File: src/rtl/krwlt_pkg.sv
// shared types, codes and sizing for the lock table unit
// no dependencies
package krwlt_pkg;

    localparam int SETS       = 256;
    localparam int WAYS       = 4;
    localparam int COUNT_BITS = 16;

    localparam int SET_W = (SETS > 1) ? $clog2(SETS) : 1;
    localparam int WAY_W = (WAYS > 1) ? $clog2(WAYS) : 1;

    localparam logic [31:0] HASH_MUL  = 32'hF52D;
    localparam logic [31:0] HASH_XOR  = 32'h423;
    localparam int          HASH_MASK = 1023;
    localparam int          HASH_BITS = $clog2(HASH_MASK + 1);

    localparam int RECIP_SHIFT = 20;
    localparam int RECIP_W     = RECIP_SHIFT + 1;
    localparam logic [RECIP_W-1:0] RECIP = RECIP_W'((64'd1 << RECIP_SHIFT) / SETS);

    localparam int QUEUE_DEPTH = 2;
    localparam int QPTR_W      = $clog2(QUEUE_DEPTH);

    typedef logic [2:0]            cmd_t;
    typedef logic [2:0]            status_t;
    typedef logic [1:0]            wake_t;
    typedef logic [COUNT_BITS-1:0] count_t;

    localparam cmd_t CMD_RD_ACQ = 3'd0;
    localparam cmd_t CMD_RD_RTY = 3'd1;
    localparam cmd_t CMD_RD_REL = 3'd2;
    localparam cmd_t CMD_WR_ACQ = 3'd3;
    localparam cmd_t CMD_WR_RTY = 3'd4;
    localparam cmd_t CMD_WR_REL = 3'd5;

    localparam status_t ST_GRANT = 3'd0;
    localparam status_t ST_WAIT  = 3'd1;
    localparam status_t ST_REL   = 3'd2;
    localparam status_t ST_FULL  = 3'd3;
    localparam status_t ST_ERR   = 3'd4;

    localparam wake_t WAKE_NONE    = 2'd0;
    localparam wake_t WAKE_WRITER  = 2'd1;
    localparam wake_t WAKE_READERS = 2'd2;

    typedef struct packed {
        logic        valid;
        logic [31:0] file;
        logic [31:0] chunk;
        logic        writer;
        count_t      active;
        count_t      wait_rd;
        count_t      wait_wr;
    } entry_t;

    typedef entry_t [WAYS-1:0] row_t;

    typedef struct packed {
        cmd_t             cmd;
        logic [31:0]      key_file;
        logic [31:0]      key_chunk;
        logic [SET_W-1:0] set;
    } item_t;

    typedef struct packed {
        logic valid;
        logic ready;
    } hs_t;

    typedef enum logic [1:0] {
        BK_CLEAR,
        BK_IDLE,
        BK_EXEC
    } back_state_t;

endpackage

File: src/rtl/krwlt_if.sv
// request and response channel interfaces
// depends on krwlt_pkg
interface krwlt_req_if;
    logic                 valid;
    logic                 ready;
    krwlt_pkg::cmd_t      command;
    logic [31:0]          key_file;
    logic [31:0]          key_chunk;

    modport source (output valid, output command, output key_file, output key_chunk,
                    input ready);
    modport sink   (input valid, input command, input key_file, input key_chunk,
                    output ready);
endinterface


File: src/rtl/krwlt_front.sv
// front end: accepts requests, hashes the key and reduces it to a set index
// depends on krwlt_pkg and krwlt_req_if
module krwlt_front
(
    input  logic                clk,
    input  logic                rst_n,
    krwlt_req_if.sink           req,
    output krwlt_pkg::item_t    push_item,
    output krwlt_pkg::hs_t      push_hs_out,
    input  logic                push_ready
);

    logic                                s1_valid_reg, s1_valid_next;
    krwlt_pkg::cmd_t                     s1_cmd_reg;
    logic [31:0]                         s1_file_reg, s1_chunk_reg;
    logic [krwlt_pkg::HASH_BITS-1:0]     s1_x_reg;

    logic                                s2_valid_reg, s2_valid_next;
    krwlt_pkg::cmd_t                     s2_cmd_reg;
    logic [31:0]                         s2_file_reg, s2_chunk_reg;
    logic [krwlt_pkg::HASH_BITS-1:0]     s2_x_reg, s2_q_reg;

    logic [2*krwlt_pkg::HASH_BITS-1:0]   hash_prod;
    logic [krwlt_pkg::HASH_BITS-1:0]     hash_low;
    logic [krwlt_pkg::HASH_BITS+krwlt_pkg::RECIP_W-1:0] q_prod;
    logic [krwlt_pkg::HASH_BITS-1:0]     rem;
    logic                                adv2, take;

    assign adv2      = !s2_valid_reg || push_ready;
    assign req.ready = !s1_valid_reg || adv2;
    assign take      = req.valid && req.ready;

    assign hash_prod = req.key_file[krwlt_pkg::HASH_BITS-1:0]
                       * krwlt_pkg::HASH_MUL[krwlt_pkg::HASH_BITS-1:0];
    assign hash_low  = hash_prod[krwlt_pkg::HASH_BITS-1:0]
                       + (req.key_chunk[krwlt_pkg::HASH_BITS-1:0]
                          ^ krwlt_pkg::HASH_XOR[krwlt_pkg::HASH_BITS-1:0]);

    // quotient by reciprocal, at most one low
    assign q_prod = s1_x_reg * krwlt_pkg::RECIP;
    assign rem    = s2_x_reg - krwlt_pkg::HASH_BITS'(s2_q_reg
                    * krwlt_pkg::HASH_BITS'(krwlt_pkg::SETS));

    always_comb
    begin
        s1_valid_next = s1_valid_reg;
        if (take)
            s1_valid_next = 1'b1;
        else if (adv2)
            s1_valid_next = 1'b0;
        s2_valid_next = s2_valid_reg;
        if (adv2)
            s2_valid_next = s1_valid_reg;
    end

    always_ff @(posedge clk or negedge rst_n)
    begin
        if (!rst_n)
        begin
            s1_valid_reg <= 1'b0;
            s2_valid_reg <= 1'b0;
        end
        else
        begin
            s1_valid_reg <= s1_valid_next;
            s2_valid_reg <= s2_valid_next;
        end
    end

    always_ff @(posedge clk)
    begin
        if (take)
        begin
            s1_cmd_reg   <= req.command;
            s1_file_reg  <= req.key_file;
            s1_chunk_reg <= req.key_chunk;
            s1_x_reg     <= hash_low;
        end
        if (adv2 && s1_valid_reg)
        begin
            s2_cmd_reg   <= s1_cmd_reg;
            s2_file_reg  <= s1_file_reg;
            s2_chunk_reg <= s1_chunk_reg;
            s2_x_reg     <= s1_x_reg;
            s2_q_reg     <= q_prod[krwlt_pkg::RECIP_SHIFT +: krwlt_pkg::HASH_BITS];
        end
    end

    always_comb
    begin
        push_item.cmd       = s2_cmd_reg;
        push_item.key_file  = s2_file_reg;
        push_item.key_chunk = s2_chunk_reg;
        if (int'(rem) >= krwlt_pkg::SETS)
            push_item.set = krwlt_pkg::SET_W'(rem - krwlt_pkg::HASH_BITS'(krwlt_pkg::SETS));
        else
            push_item.set = krwlt_pkg::SET_W'(rem);
        push_hs_out.valid = s2_valid_reg;
        push_hs_out.ready = adv2;
    end

endmodule

File: src/flat_wrapper.sv
// flat-port wrapper written by rule: the top's interface ports become plain ports
module krwlt_front_flat 
  (clk, rst_n, push_item, push_hs_out, push_ready, req_valid, req_command, req_key_file, req_key_chunk, req_ready);
  krwlt_req_if req_i ();
  input  logic clk;
  input  logic rst_n;
  output krwlt_pkg::item_t push_item;
  output krwlt_pkg::hs_t push_hs_out;
  input  logic push_ready;
  input wire logic [$bits(req_i.valid)-1:0] req_valid;
  input wire logic [$bits(req_i.command)-1:0] req_command;
  input wire logic [$bits(req_i.key_file)-1:0] req_key_file;
  input wire logic [$bits(req_i.key_chunk)-1:0] req_key_chunk;
  output wire logic [$bits(req_i.ready)-1:0] req_ready;
  assign req_i.valid = req_valid;
  assign req_i.command = req_command;
  assign req_i.key_file = req_key_file;
  assign req_i.key_chunk = req_key_chunk;
  assign req_ready = req_i.ready;
  krwlt_front u_core (.clk(clk), .rst_n(rst_n), .req(req_i), .push_item(push_item), .push_hs_out(push_hs_out), .push_ready(push_ready));
endmodule
File: config.mk
export PLATFORM = sky130hd
export DESIGN_NAME = krwlt_front_flat
export DESIGN_NICKNAME = d
export VERILOG_FILES = /design/src/rtl/krwlt_pkg.sv /design/src/rtl/krwlt_if.sv /design/src/rtl/krwlt_front.sv /design/src/flat_wrapper.sv
export SDC_FILE = /design/constraint.sdc
export NUM_CORES = 1
export LEC_CHECK = 0
export BUFFER_PORTS_ARGS = -buffer_cell sky130_fd_sc_hd__buf_2
export CELL_PAD_IN_SITES_DETAIL_PLACEMENT = 0
export CELL_PAD_IN_SITES_GLOBAL_PLACEMENT = 1
export CORE_UTILIZATION = 25
export CTS_CLUSTER_DIAMETER = 80
export DETAILED_ROUTE_END_ITERATION = 12
export GPL_TIMING_DRIVEN = 0
export PLACE_DENSITY = 0.62
export SLEW_MARGIN = 15
export SYNTH_ARGS = -nofsm -noshare
export SYNTH_HDL_FRONTEND = slang
export SYNTH_SLANG_ARGS = --single-unit
File: constraint.sdc
create_clock -name clk -period 7.8 [get_ports clk]
set_clock_uncertainty 0.2 [all_clocks]
set_input_delay 0.39 -clock clk [delete_from_list [all_inputs] [get_ports clk]]
set_output_delay 0.39 -clock clk [all_outputs]
set_load 0.005 [all_outputs]
==> reports/metrics.yaml <==
clock_tree.buffer_depth: 2
clk_transition_reported_paths_ns: 0.06
critical_path_class: "in2reg"
cts.htree.levels: 4
avgSynthCellArea_um2: 22.5
static_leakage_power_nw: 3.08
worstSkewPairLatency_ns: 0.41
post_synth_xor_area_fraction_pct: 2.23
placed_wire_length_estimate_um: 7230
io-pin-count: 149
place_inst: 662
post-route-min-period_ns: 4.19
yosys_warnings: 0
nets: 574
synth_top_family_by_area: "adder cells"
antenna_violating_nets_post_route: 0
fin_cells: 760
tritoncts: "built"
num_vias: 2880
timing.hold.worst_path_depth: 1
path_max_fanout: 3
core_utilization_of_the_finished_layout_pct: 36.8
met3_demand_to_capacity_share_in_global_routing_pct: 3.19
number_of_global_route_vias_before_repair: 3092
setup_repair_after_global_routing_missed_its_margin: "false"
post-route-worst-setup-slack_ns: 3.61
synth_seq_area_share_pct: 85.4
tcrit_tclk_final_pct: 53.7
track_usage_pct: 9.81
filler_cell_count: 2007
cts_num_sinks: 152
antennaDiodeCount: 0
worst_min_delay_path_category: "in2reg"
setup-tns-final_ns: 0
ff_latch_area_mm2: 0.00455
row_count: 53
max_freq_mhz: 239
floorplan.die.width_um: 148
syn_area_mm2: 0.00533
gr_util_met1_pct: 11.5
synth_cells: 237
worst_case_reg_to_reg_path_depth: 3
grt_busiest_layer: "met2"
synth-compound-area-share_pct: 1.55
vias_per_cell: 3.79
run_status: "finished, final reports clean"
number_of_antenna_violations_at_the_first_check_in_global_routing: 0
wire_length_of_the_first_global_routing_pass_um: 15700
drtIter0Drc: 150
grt_overflow: 0
area_fraction_in_and_or_nand_and_nor_cells_after_synthesis_pct: 0.821
synth.area.mux_share_pct: 0
timing.final.setup_violations: 0
portBuffers: 148
detailedPlace.worstSlack_ns: 3.72
count_of_unresolved_drc_violations_after_routing: 0
grt_use_met2_pct: 16.1
maximum_resistive_drop_on_vdd_uv: 112
power.density_mw_per_mm2: 271
drt_pass1_iterations: 6
floorplan.initialDensity_pct: 25.5
grt_start_max_net_pins: 43
wl_per_cell_um: 13.6
synth.net_count: 339
critical_path_arrival_ns: 4.12
clock_root_buffer: "sky130_fd_sc_hd__clkbuf_16"
final_hold_viol_count: 0
core_mm2: 0.0210
die_h_um: 148
postCtsSetupBuffers: 0
synth_cell_types: 20
relSlewSlack_pct: 64.8
post_route_cells_drive_above_1_share_pct: 38.1
worst-endpoint-required_ns: 7.72
post_synth_fa_ha_maj_area_fraction_pct: 8.26
timing.critical_path.from_type: "input port"
yosys_register_bits: 152
die_area_mm2: 0.0219
areaGrowthSynthToFinish_pct: 44.6
timing.final.max_slew_violations: 0
routabilityCongestion: 0.716
multi_input_area_um2: 691
timing_worst_slew_pin_value_ns: 0.528
maxCapViolations: 0
timing.critical_path.to_type: "flop"
route.final.wire_length_um: 10300
numCtsBuffers: 17
-- power by group --
group          switching (mW)  internal (mW)  leakage (nW)
registers              0.0164          0.994          1.46
logic                   0.138          0.132          1.33
clock network           0.335          0.478         0.290
total                   0.489           1.60          3.08
-- cells in the final DEF, fill, tap and decap left out, types with 4 or more instances in the layout --
cell | synthesis | layout
sky130_fd_sc_hd__inv_1 | 21 | 21
sky130_fd_sc_hd__clkbuf_16 | 0 | 17
sky130_fd_sc_hd__dlygate4sd3_1 | 0 | 66
sky130_fd_sc_hd__inv_6 | 0 | 4
sky130_fd_sc_hd__ha_1 | 24 | 24
sky130_fd_sc_hd__xnor2_1 | 8 | 8
sky130_fd_sc_hd__fa_1 | 7 | 7
sky130_fd_sc_hd__buf_2 | 0 | 148
sky130_fd_sc_hd__edfxtp_1 | 150 | 150
sky130_fd_sc_hd__a21oi_1 | 4 | 4
-- synthesized netlist by cell type (all sizes together) --
master	instances	area [µm²]
a2111o	1	11.3
a211oi	1	7.51
a21o	3	22.5
a21oi	4	20.0
and2	2	12.5
buf	2	15.0
dfrtp	2	50.1
edfxtp	150	4500
fa	7	140
ha	24	300
inv	21	78.8
nand2b	3	18.8
nand3b	1	7.51
nor3	1	5.00
o21ai	1	5.00
o21bai	1	7.51
o311ai	1	8.76
xnor2	8	70.1
xnor3	1	22.5
xor2	3	26.3
-- through the flow --
| stage | area [µm²] | hold slack (ns) | power, mW |
|---|---|---|---|
| 2_1_floorplan | 5330 | -0.106 | 1.17 |
| 3_3_place_gp | 6420 | -0.0256 | 1.27 |
| 3_5_place_dp | 6460 | -0.0245 | 1.28 |
| 4_1_cts | 7710 | 0.0169 | 2.13 |
| 5_1_grt | 7710 | 0.0239 | 2.19 |
| 6_report | 7710 | 0.0350 | 2.09 |
-- path summary, 6_finish.rpt --
check	start	to	slack [ns]
max	req_key_file[6]	u_core.s1_x_reg[6]$_DFFE_PP_	3.61
min	req_key_file[2]	u_core.s1_file_reg[2]$_DFFE_PP_	0.04
max reg2reg	u_core.s1_valid_reg$_DFFE_PN0P_	u_core.s1_file_reg[10]$_DFFE_PP_	5.93
min reg2reg	u_core.s1_chunk_reg[30]$_DFFE_PP_	u_core.s2_chunk_reg[30]$_DFFE_PP_	0.22
max in group asynchronous	rst_n	u_core.s1_valid_reg$_DFFE_PN0P_	7.21
min in group asynchronous	rst_n	u_core.s2_valid_reg$_DFFE_PN0P_	0.10
-- worst max-delay path, cell delays in order --
cell	delay [ns]
sky130_fd_sc_hd__dlygate4sd3_1	0.54
sky130_fd_sc_hd__buf_2	0.14
sky130_fd_sc_hd__ha_1	0.27
sky130_fd_sc_hd__inv_1	0.05
sky130_fd_sc_hd__fa_1	0.50
sky130_fd_sc_hd__inv_1	0.04
sky130_fd_sc_hd__ha_1	0.26
sky130_fd_sc_hd__inv_1	0.05
sky130_fd_sc_hd__fa_1	0.52
sky130_fd_sc_hd__fa_1	0.54
sky130_fd_sc_hd__inv_1	0.05
sky130_fd_sc_hd__ha_1	0.32
sky130_fd_sc_hd__inv_1	0.10
sky130_fd_sc_hd__nor3_1	0.06
sky130_fd_sc_hd__a21oi_1	0.11
sky130_fd_sc_hd__o311ai_0	0.17
-- per-layer routing --
metal  wire, µm  part of all wire, %
met1       4390                   42
met2       5080                   49
met3        700                  6.8
met4        159                  1.5
met5          0                    0
-- cell families (layout without fill, tap and decap cells) --
logic type / Yosys count / count (layout)
buffers and inverters: 23 / 271
XOR/XNOR: 12 / 12
flip-flops: 152 / 152
AO/OA/AOI/OAI: 12 / 12
AND/OR/NAND/NOR: 7 / 7
adder cells (fa/ha/maj): 31 / 31
-- final cells by class --
cell class,count,area share (%)
Clock inverter,15,2.14
Sequential cell,152,59.0
Tap cell,275,4.46
Timing Repair Buffer,216,18.7
Inverter,21,1.02
Buffer,2,0.195
Multi-Input combinational cell,62,8.95
Clock buffer,17,5.51
-- what timing repair did --
item | 4_1_cts | 5_1_grt
endpoints found under the hold margin | 67 | 0
hold buffers | 66 | 0
gates resized for setup | 0 | 0
Power figures use the tool's default switching activity.
