**src/rtl/krwlt_pkg.sv**
```systemverilog
// shared types, codes and sizing for the lock table unit
// no dependencies
package krwlt_pkg;

    localparam int SETS       = 256;
    localparam int WAYS       = 4;
    localparam int COUNT_BITS = 16;

    localparam int SET_W = (SETS > 1) ? $clog2(SETS) : 1;
    localparam int WAY_W = (WAYS > 1) ? $clog2(WAYS) : 1;

    localparam logic [31:0] HASH_MUL  = 32'hF52D;
    localparam logic [31:0] HASH_XOR  = 32'h423;
    localparam int          HASH_MASK = 1023;
    localparam int          HASH_BITS = $clog2(HASH_MASK + 1);

    localparam int RECIP_SHIFT = 20;
    localparam int RECIP_W     = RECIP_SHIFT + 1;
    localparam logic [RECIP_W-1:0] RECIP = RECIP_W'((64'd1 << RECIP_SHIFT) / SETS);

    localparam int QUEUE_DEPTH = 2;
    localparam int QPTR_W      = $clog2(QUEUE_DEPTH);

    typedef logic [2:0]            cmd_t;
    typedef logic [2:0]            status_t;
    typedef logic [1:0]            wake_t;
    typedef logic [COUNT_BITS-1:0] count_t;

    localparam cmd_t CMD_RD_ACQ = 3'd0;
    localparam cmd_t CMD_RD_RTY = 3'd1;
    localparam cmd_t CMD_RD_REL = 3'd2;
    localparam cmd_t CMD_WR_ACQ = 3'd3;
    localparam cmd_t CMD_WR_RTY = 3'd4;
    localparam cmd_t CMD_WR_REL = 3'd5;

    localparam status_t ST_GRANT = 3'd0;
    localparam status_t ST_WAIT  = 3'd1;
    localparam status_t ST_REL   = 3'd2;
    localparam status_t ST_FULL  = 3'd3;
    localparam status_t ST_ERR   = 3'd4;

    localparam wake_t WAKE_NONE    = 2'd0;
    localparam wake_t WAKE_WRITER  = 2'd1;
    localparam wake_t WAKE_READERS = 2'd2;

    typedef struct packed {
        logic        valid;
        logic [31:0] file;
        logic [31:0] chunk;
        logic        writer;
        count_t      active;
        count_t      wait_rd;
        count_t      wait_wr;
    } entry_t;

    typedef entry_t [WAYS-1:0] row_t;

    typedef struct packed {
        cmd_t             cmd;
        logic [31:0]      key_file;
        logic [31:0]      key_chunk;
        logic [SET_W-1:0] set;
    } item_t;

    typedef struct packed {
        logic valid;
        logic ready;
    } hs_t;

    typedef enum logic [1:0] {
        BK_CLEAR,
        BK_IDLE,
        BK_EXEC
    } back_state_t;

endpackage

```
**src/rtl/krwlt_queue.sv**
```systemverilog
// short request queue between front and back end
// depends on krwlt_pkg
module krwlt_queue
(
    input  logic              clk,
    input  logic              rst_n,
    input  krwlt_pkg::item_t  push_item,
    input  logic              push_valid,
    output logic              push_ready,
    output krwlt_pkg::item_t  pop_item,
    output logic              pop_valid,
    input  logic              pop_ready
);

    krwlt_pkg::item_t               slot_reg [krwlt_pkg::QUEUE_DEPTH];
    logic [krwlt_pkg::QPTR_W-1:0]   wr_ptr_reg, wr_ptr_next;
    logic [krwlt_pkg::QPTR_W-1:0]   rd_ptr_reg, rd_ptr_next;
    logic [krwlt_pkg::QPTR_W:0]     count_reg, count_next;
    logic                           do_push, do_pop;

    assign push_ready = int'(count_reg) < krwlt_pkg::QUEUE_DEPTH;
    assign pop_valid  = count_reg != '0;
    assign pop_item   = slot_reg[rd_ptr_reg];
    assign do_push    = push_valid && push_ready;
    assign do_pop     = pop_valid && pop_ready;

    always_comb
    begin
        wr_ptr_next = do_push ? wr_ptr_reg + 1'b1 : wr_ptr_reg;
        rd_ptr_next = do_pop ? rd_ptr_reg + 1'b1 : rd_ptr_reg;
        count_next  = count_reg;
        if (do_push && !do_pop)
            count_next = count_reg + 1'b1;
        else if (do_pop && !do_push)
            count_next = count_reg - 1'b1;
    end

    always_ff @(posedge clk or negedge rst_n)
    begin
        if (!rst_n)
        begin
            wr_ptr_reg <= '0;
            rd_ptr_reg <= '0;
            count_reg  <= '0;
        end
        else
        begin
            wr_ptr_reg <= wr_ptr_next;
            rd_ptr_reg <= rd_ptr_next;
            count_reg  <= count_next;
        end
    end

    always_ff @(posedge clk)
    begin
        if (do_push)
            slot_reg[wr_ptr_reg] <= push_item;
    end

endmodule

```
**config.mk**
```make
export PLATFORM = sky130hd
export DESIGN_NAME = krwlt_queue
export DESIGN_NICKNAME = d
export VERILOG_FILES = /design/src/rtl/krwlt_pkg.sv /design/src/rtl/krwlt_queue.sv
export SDC_FILE = /design/constraint.sdc
export NUM_CORES = 1
export LEC_CHECK = 0
export ABC_CLOCK_PERIOD_IN_PS = 5400
export BUFFER_PORTS_ARGS = -buffer_cell sky130_fd_sc_hd__clkbuf_2
export CAP_MARGIN = 40
export CORE_MARGIN = 2
export CORE_UTILIZATION = 52
export DETAILED_ROUTE_END_ITERATION = 10
export PLACE_DENSITY = 0.79
export RECOVER_POWER = 50
export SLEW_MARGIN = 25
export SYNTH_ARGS = -nofsm -noshare
export SYNTH_HDL_FRONTEND = slang
export SYNTH_SLANG_ARGS = --single-unit
```
**constraint.sdc**
```tcl
create_clock -name clk -period 5.4 [get_ports clk]
set_clock_uncertainty 0.1 [all_clocks]
set_input_delay 0.54 -clock clk [delete_from_list [all_inputs] [get_ports clk]]
set_output_delay 0.54 -clock clk [all_outputs]
set_load 0.005 [all_outputs]
```
==> results.toml, run 1 <==
[outcome]
outcome = "finished, violations left"
failed_checks = "max-capacitance violations, max-slew violations"

[drt]
top_layer = "met4"
via_per_inst = 4.93
dr_wl_met3_um = 660
drc_errors = 0
ant_nets = 0
first_iter_violations = 111
wl_per_cell_um = 17.3
wl_met1_mm = 3.99
wl_mm = 9.90
num_vias = 2824
dr.pass1.iters = 4
wl_met2_mm = 5.17

[clocking]
clk-insertion-delay-late_ns = 0.51
cts-root-buf = "clkbuf_8"
cts_tree = "done"
postCtsResizedCells = 0
cts_sinks = 154
numCtsBuffers = 17
clk_path_buf_depth = 2
htreeDepth = 4
path_clk_slew_ns = 0.06

[synth]
synth_top_area_cell = "edfxtp_1"
synth_top_area_share = 0.782
syn_area_per_cell_sq_um = 23.0
syn_area_sq_um = 5760
ys_seq_elements = 154
syn_inst = 250
syn_nets = 330
synth.distinct_cells = 16
ys_warn_count = 0
synth_area_leaders = "edfxtp_1 78%, mux2_4 10%, mux2_2 6.8%"
ys_seq_area_frac = 0.799

[die]
io_pins = 156
die-area_sq_um = 11900
fp.dieW_um = 109
rows = 38
coreArea_sq_um = 10800
die_height_um = 109
initial_core_util = 0.531

[global_route]
grt_pass1_wl_mm = 14.4
grt_max_degree = 53
overflow = 0
antenna_found_initial = 0
grt_pass1_vias = 2939
grtUsageTotal = 0.168

[power]
pwr-share-seq = 0.445
sw_frac_of_total = 0.250
max-vdd-ir-drop_mv = 0.296
switchingPower_uw = 959
power.density_nw_per_um2 = 531
p_comb_frac = 0.242
p_int_uw = 2880
clockPowerShare = 0.313
leakage_uw = 0.00272

[setup_path]
critical_path.max_fanout = 42
cp_data_required_time_ns = 5.49
critPathLaunchType = "flip-flop"
worst_r2r_startpoint = "count_reg[1]"
crit_chain = "nor2b_1, and2_0, buf_12"
end_kind = "flip-flop"
cp_slowest_cell = "and2_0"
crit_arrival_ns = 3.36
r2r-end = "slot_reg[1][16]"
critical_path_class = "flip-flop to flip-flop"
reg2regPathDepth = 3
r2r_slack_ns = 2.14
critPathMaxStageDelay_ns = 1.78

[place]
hpwl_mm = 6.65
place_congestion = 0.700
io_buffer_count = 155
dp_cells = 540

[layout]
largest_register_ffs = 150
diodes = 0
seqCellArea_sq_um = 4610
multi_input_area_sq_um = 1090
areaGrowthSynthToFinish_pct = 25.6
drive_above_1_share = 0.473
n_fill_cell = 780
finalNonFillerCells = 573
nets = 500

[run]
max_cap_viol_count = 1

[sta]
setup_viol = 0
fin_crit_ns = 3.26
finalCritPeriodShare = 0.604
rsz0062_at_grt = "no"
relSlewSlack = -0.570
fmax_mhz = 306
slew_violations = 34
finalHoldViolCount = 0
tightestPinTransition_ns = 2.35
setup_tns_ns = 0

[min_path]
hold-path-endpoint = "slot_reg[0][60]"
hold_path.class = "primary input to flip-flop"
worstHoldStart = "push_item[60]"
hold_depth = 1
-- cell usage in the layout, fill, tap and decap left out, drive strengths merged --
cell type and instances:
buf 3, nor2b 2, dfrtp 4, edfxtp 150, clkinvlp 1, or2 1
nor2 1, dlygate4sd3 1, clkbuf 179, bufinv 4, xnor2 3, mux2 75
ha 1, nand2 1, and2 1, xor2 2, clkinv 3, inv 1
-- cell families after synthesis --
family	after synthesis	synth area share
adder cells (fa/ha/maj)	1	0.00217
AND/OR/NAND/NOR	6	0.00565
flip-flops	154	0.799
XOR/XNOR	5	0.00761
buffers and inverters	9	0.0124
multiplexers	75	0.173
-- worst max-delay path: cells and delay by family, from the launching register on --
family	cells	cell delay, ns
AND/OR/NAND/NOR	2	2.10
buffers and inverters	1	0.34
flip-flops	1	0.39
-- worst max-delay path by stage --
stage	from	endpoint	slack, ns	cells past startpoint
6_report	count_reg[1]	slot_reg[1][16]	2.14	3
5_1_grt	count_reg[1]	slot_reg[1][29]	1.89	3
4_1_cts	rd_ptr_reg	pop_item[52]	2.17	3
3_5_place_dp	push_valid	slot_reg[0][8]	2.56	4
3_3_place_gp	push_valid	slot_reg[0][3]	2.66	4
2_1_floorplan	push_valid	slot_reg[0][0]	0.64	2
-- layout make-up --
| class | count | share of cell area |
|---|---|---|
| sequential | 154 | 0.637 |
| inverter | 1 | 0.000519 |
| tap | 140 | 0.0242 |
| timing repair buffer | 159 | 0.103 |
| clock buffer | 24 | 0.0637 |
| clock inverter | 8 | 0.0202 |
| multi-input combinational | 87 | 0.151 |
-- routing by layer --
| layer | vias up | global-route usage |
|---|---|---|
| met4 | 0 | 0.0705 |
| li1 | 1330 | - |
| met5 | - | 0 |
| met1 | 1376 | 0.189 |
| met2 | 109 | 0.295 |
| met3 | 9 | 0.0544 |
-- synthesized netlist by cell type --
library cell and number:
or2_2 1, nand2_1 1, inv_1 1, buf_4 1, buf_6 4, and2_1 1
xnor2_1 3, mux2_4 40, xor2_1 2, buf_2 3, dfrtp_1 4, ha_1 1
edfxtp_1 150, nor2_1 1, mux2_2 35, nor2b_1 2
-- stage by stage --
step,hold WS [ns],worst slack [ns],power [uW],area (sq um),util
3_5_place_dp,0.257,2.56,2690,6690,0.617
3_3_place_gp,0.250,2.66,2640,6670,0.615
6_report,0.122,2.14,3840,7230,0.667
4_1_cts,0.0922,2.17,3890,7310,0.674
2_1_floorplan,0.144,0.644,2330,5760,-
5_1_grt,0.0857,1.89,4030,7230,0.667
-- power by group through the flow --
| stage | registers, uW | clock network, uW | logic (uW) |
|---|---|---|---|
| 6_report | 1710 | 1200 | 929 |
| 5_1_grt | 1730 | 1280 | 1010 |
| 4_1_cts | 1710 | 1220 | 956 |
| 3_5_place_dp | 1740 | 0 | 953 |
| 3_3_place_gp | 1720 | 0 | 926 |
| 2_1_floorplan | 1650 | 0 | 681 |
-- timing repair --
item,in CTS,in global routing
buffers inserted,0,0
endpoints found under the hold margin,4,0
hold buffers,1,0
No activity file was read; power rests on OpenSTA's default activity.
==> run 2: changes to the inputs <==
ABC_AREA = 1   (was default)
ABC_CLOCK_PERIOD_IN_PS = 2980   (was 5400)
CORE_UTILIZATION = 47   (was 52)
PLACE_DENSITY = 0.76   (was 0.79)
clock period = 2.98 ns   (was 5.4 ns; I/O delays follow)
==> results.toml, run 2 <==
[synth]
synthArstFlopShare = 0.0260
synth_top_area_share = 0.792
synthFlopType = "edfxtp_1"
ys_seq_elements = 154
ys_seq_area_frac = 0.809
ys_warn_count = 0
synth_top_area_cell = "edfxtp_1"
synth_most_common_cell = "nand2_1"
syn_nets = 500
synth_area_leaders = "edfxtp_1 79%, nand2_1 15%, dfrtp_1 1.8%"
yosys-top-cells-count = "234 x nand2_1, 150 x edfxtp_1, 9 x buf_2, 6 x buf_6, 6 x inv_1"
synth_edf_count = 150
syn_area_sq_um = 5690
synth.distinct_cells = 14
syn_inst = 420
syn_area_per_cell_sq_um = 13.5

[die]
die-area_sq_um = 13000
initial_core_util = 0.478
io_pins = 156
fp.dieW_um = 114
coreArea_sq_um = 11900
rows = 40
die_height_um = 114

[power]
leakage_uw = 0.00327
switchingPower_uw = 2180
pwr-share-seq = 0.423
power.density_nw_per_um2 = 904
power.total_uw = 7110
clockPowerShare = 0.296
sw_frac_of_total = 0.306
p_int_uw = 4940
max-vdd-ir-drop_mv = 0.598
p_comb_frac = 0.281

[global_route]
overflow = 0
grt_max_degree = 77
grtUsageMet3 = 0.0579
grt_pass1_vias = 4112
grt_util_met2 = 0.350
grt_pass1_wl_mm = 18.7
top_usage_layer = "met2"
antenna_found_initial = 0
grtUsageTotal = 0.192
grtUsageMet1 = 0.201

[setup_path]
r2r-end = "slot_reg[1][36]"
cp_data_required_time_ns = 2.58
critPathLaunchType = "flip-flop"
critPathMaxStageDelay_ns = 0.42
worst-path-stages = 5
crit_arrival_ns = 1.86
worst_r2r_startpoint = "count_reg[1]"
cp_slowest_cell = "inv_2"
reg2regPathDepth = 4
critPathTopFamily = "buffers and inverters"
cp_common_cell = "nand2_1"
critical_path.max_fanout = 46
end_kind = "output port"
timing.critical_path.to = "pop_item[23]"
crit_chain = "inv_2, buf_12, nand2_1, nand2_1, clkbuf_2"
r2r_slack_ns = 1.05
critical_path_class = "flip-flop to output port"
crit_start = "rd_ptr_reg"
cp.buffers_inverters = 3

[drt]
ant_nets = 0
num_vias = 3917
via_per_inst = 4.78
dr.pass1.iters = 6
wl_per_cell_um = 15.0
drc_errors = 0
wl_mm = 12.3
first_iter_violations = 253

[clocking]
cts_setup_buffers = 0
path_clk_slew_ns = 0.05
clk-insertion-delay-late_ns = 0.41
cts_sinks = 154
numCtsBuffers = 17
clk_path_buf_depth = 2
cts-root-buf = "clkbuf_16"
htreeDepth = 4
cts_tree = "done"

[layout]
layout_common_cells = "234 x nand2_1, 150 x edfxtp_1, 101 x clkbuf_2"
layout_commonest_cell = "nand2_1"
fin_util = 0.661
diodes = 0
nets = 739
largest_register_ffs = 150
drive_above_1_share = 0.202
finalNonFillerCells = 819
areaGrowthSynthToFinish_pct = 38.3

[place]
io_buffer_count = 155
place_congestion = 0.784
dp_cells = 711
place_ws_ns = 1.13
hpwl_mm = 6.85

[sta]
finalHoldViolCount = 0
tightestPinTransition_ns = 0.833
slew_violations = 0
fmax_mhz = 442
fin_crit_ns = 2.26
setup_tns_ns = 0
relSlewSlack = 0.444
finalCritPeriodShare = 0.759
setup_slack_ns = 0.719
rsz0062_at_grt = "no"
setup_viol = 0

[outcome]
outcome = "finished, final reports clean"

[run]
max_cap_viol_count = 0

[min_path]
worstHoldStart = "pop_ready"
hold_path.class = "primary input to flip-flop"
[run 2: how the worst min path moves through the flow]
stage | end | slack (ns) | cells past startpoint
after floorplan | count_reg[0] | -0.1 | 0
after global placement | count_reg[0] | 0.01 | 1
after detailed placement | count_reg[0] | 0.01 | 1
after CTS | rd_ptr_reg | 0.02 | 3
after global routing | rd_ptr_reg | 0.04 | 3
final | rd_ptr_reg | 0.04 | 3
[run 2: power by group through the flow]
stage | clock [uW] | sequential [uW] | combinational, uW
final | 2110 | 3010 | 2000
after global routing | 2230 | 3040 | 2250
after CTS | 2150 | 3000 | 2040
after detailed placement | 0 | 3040 | 1960
after global placement | 0 | 3020 | 1920
after floorplan | 0 | 3030 | 1150
[run 2: final cells by class]
type	instances	area, sq um
inverters	7	26.3
repair buffers	237	1520
clock inverters	12	150
fillers	873	4040
clock buffers	20	437
well taps	147	184
multi-input cells	242	947
flip-flops and latches	154	4610
[run 2: tightest hold or removal path, stage by stage]
cell,delay [ns]
clkbuf_2,0.09
nand3_1,0.08
nand2_1,0.05
[run 2: cell families after synthesis]
| group | Yosys count | share of synthesized area |
|---|---|---|
| fa+ha+maj | 1 | 0.00220 |
| buf+inv | 24 | 0.0270 |
| simple gates | 239 | 0.159 |
| flops | 154 | 0.809 |
| xor+xnor | 2 | 0.00308 |
[run 2: timing repair]
action,4_1_cts,5_1_grt
gates resized for setup,0,0
hold buffers,76,0
endpoints found under the hold margin,154,0
[run 2: through the flow]
| step | cell area, sq um | hold WS (ns) |
|---|---|---|
| finish | 7870 | 0.0394 |
| global route | 7870 | 0.0441 |
| CTS | 7940 | 0.0198 |
| detailed placement | 6600 | 0.0139 |
| global placement | 6600 | 0.00986 |
| floorplan | 5700 | -0.0976 |
[run 2: routing by layer]
| metal | wire length [um] | vias to the layer above |
|---|---|---|
| met1 | 4640 | 1850 |
| met5 | 0 | - |
| li1 | - | 1892 |
| met2 | 6680 | 151 |
| met4 | 283 | 0 |
| met3 | 673 | 24 |
==> run 3: changes to the inputs <==
ABC_CLOCK_PERIOD_IN_PS = 2040   (was 2980)
clock period = 2.04 ns   (was 2.98 ns; I/O delays follow)
==> results.toml, run 3 (synthesis results as in run 2) <==
[layout]
largest_register_ffs = 150
areaGrowthSynthToFinish_pct = 39.0
finalNonFillerCells = 822
nets = 742
layout_common_cells = "234 x nand2_1, 150 x edfxtp_1, 92 x clkbuf_2"
fin_util = 0.664
drive_above_1_share = 0.190
layout_commonest_cell = "nand2_1"
fin_area_sq_um = 7910

[die]
coreArea_sq_um = 11900
initial_core_util = 0.478
io_pins = 156
die_height_um = 114
die-area_sq_um = 13000
rows = 40
fp.dieW_um = 114

[clocking]
cts-root-buf = "clkbuf_16"
htreeDepth = 4
cts_tree = "done"
cts_setup_buffers = 0
holdBufCountCts = 77
cts_sinks = 154
postCtsResizedCells = 0
clk_path_buf_depth = 2
path_clk_slew_ns = 0.05
clk-insertion-delay-late_ns = 0.41
numCtsBuffers = 17

[drt]
drc_errors = 0
wl_mm = 12.3
first_iter_violations = 236
wl_per_cell_um = 15.0
dr.pass1.iters = 4
via_per_inst = 4.73
num_vias = 3884
ant_nets = 0

[power]
power.density_nw_per_um2 = 1330
max-vdd-ir-drop_mv = 0.787
leakage_uw = 0.00329

[global_route]
overflow = 0
grtUsageTotal = 0.194
grt_pass1_wl_mm = 18.6
antenna_found_initial = 0
top_usage_layer = "met2"
grt_max_degree = 56
grtUsageMet1 = 0.211
grt_util_met2 = 0.344
grtUsageMet3 = 0.0712
grt_pass1_vias = 3954

[setup_path]
cp_slowest_cell = "clkbuf_4"
crit_arrival_ns = 1.82
critPathLaunchType = "flip-flop"
cp_data_required_time_ns = 1.98
critical_path_class = "flip-flop to flip-flop"
critPathMaxStageDelay_ns = 0.53
critical_path.max_fanout = 42
crit_chain = "inv_1, nand2_1, nor2_4, clkbuf_4"
end_kind = "flip-flop"

[sta]
finalHoldViolCount = 0
relSlewSlack = 0.591
setup_viol = 0
finalCritPeriodShare = 0.922
tightestPinTransition_ns = 0.614
fin_crit_ns = 1.88
fmax_mhz = 532
slew_violations = 0
rsz0062_at_grt = "no"

[place]
hpwl_mm = 6.85
place_congestion = 0.721
io_buffer_count = 155
dp_cells = 713
post_dp_cell_area_sq_um = 6640

[run]
max_cap_viol_count = 0

[min_path]
hold_path.class = "primary input to async pin"

[outcome]
outcome = "finished, final reports clean"
-- run 3: changes by cell type in the layout (fill, tap and decap cells not counted) --
| cell | previous run | this run |
|---|---|---|
| clkinvlp_4 | 7 | 0 |
| clkinv_1 | 2 | 3 |
| buf_12 | 1 | 2 |
| clkbuf_4 | 0 | 1 |
| clkbuf_1 | 59 | 67 |
| bufinv_16 | 3 | 4 |
| clkbuf_2 | 101 | 92 |
| diode_2 | 0 | 1 |
| clkinv_2 | 0 | 2 |
| buf_4 | 3 | 5 |
| dlygate4sd3_1 | 76 | 77 |
| clkinv_4 | 0 | 1 |
-- run 3: cell type report --
type | count | area, sq um
fillers | 858 | 4000
multi-input cells | 242 | 947
clock buffers | 21 | 440
inverters | 7 | 26.3
clock inverters | 10 | 150
repair buffers | 240 | 1550
flip-flops and latches | 154 | 4610
diodes | 1 | 2.50
well taps | 147 | 184
-- run 3: routing by layer --
| layer | vias up | wire length (um) |
|---|---|---|
| met4 | 0 | 197 |
| met3 | 17 | 701 |
| met5 | - | 0 |
| met2 | 158 | 6580 |
| li1 | 1897 | - |
| met1 | 1812 | 4860 |
-- run 3: report_power, final --
part / total [uW] / switching [uW] / internal [uW]
Clock: 3120 / 1100 / 2020
Combinational: 3010 / 1900 / 1120
Sequential: 4380 / 162 / 4220
-- run 3: final timing paths --
kind	start	endpoint	slack, ns	cells past startpoint
worst min register to register	count_reg[1]	count_reg[1]	0.40	2
worst max register to register	count_reg[1]	slot_reg[0][5]	0.16	4
min in group clk	push_valid	wr_ptr_reg	0.16	3
worst max-delay path	count_reg[1]	slot_reg[0][5]	0.16	4
worst min-delay path	rst_n	count_reg[0]	0.09	2
max in group asynchronous	rst_n	rd_ptr_reg	1.55	2
-- run 3: metrics by stage --
stage	setup slack [ns]	hold WS, ns	power, uW	TNS, ns
after floorplan	-0.147	-0.192	6110	-20.44
after global placement	0.478	-0.0815	7270	0
after detailed placement	0.421	-0.0804	7370	0
after CTS	0.140	0.0105	10600	0
after global routing	0.0601	0.105	11100	0
final	0.160	0.0906	10500	0
-- run 3: critical path: cells and delay by family (launching register included) --
family | cells | cell delay (ns)
flops | 1 | 0.38
simple gates | 2 | 0.36
buf+inv | 2 | 0.65
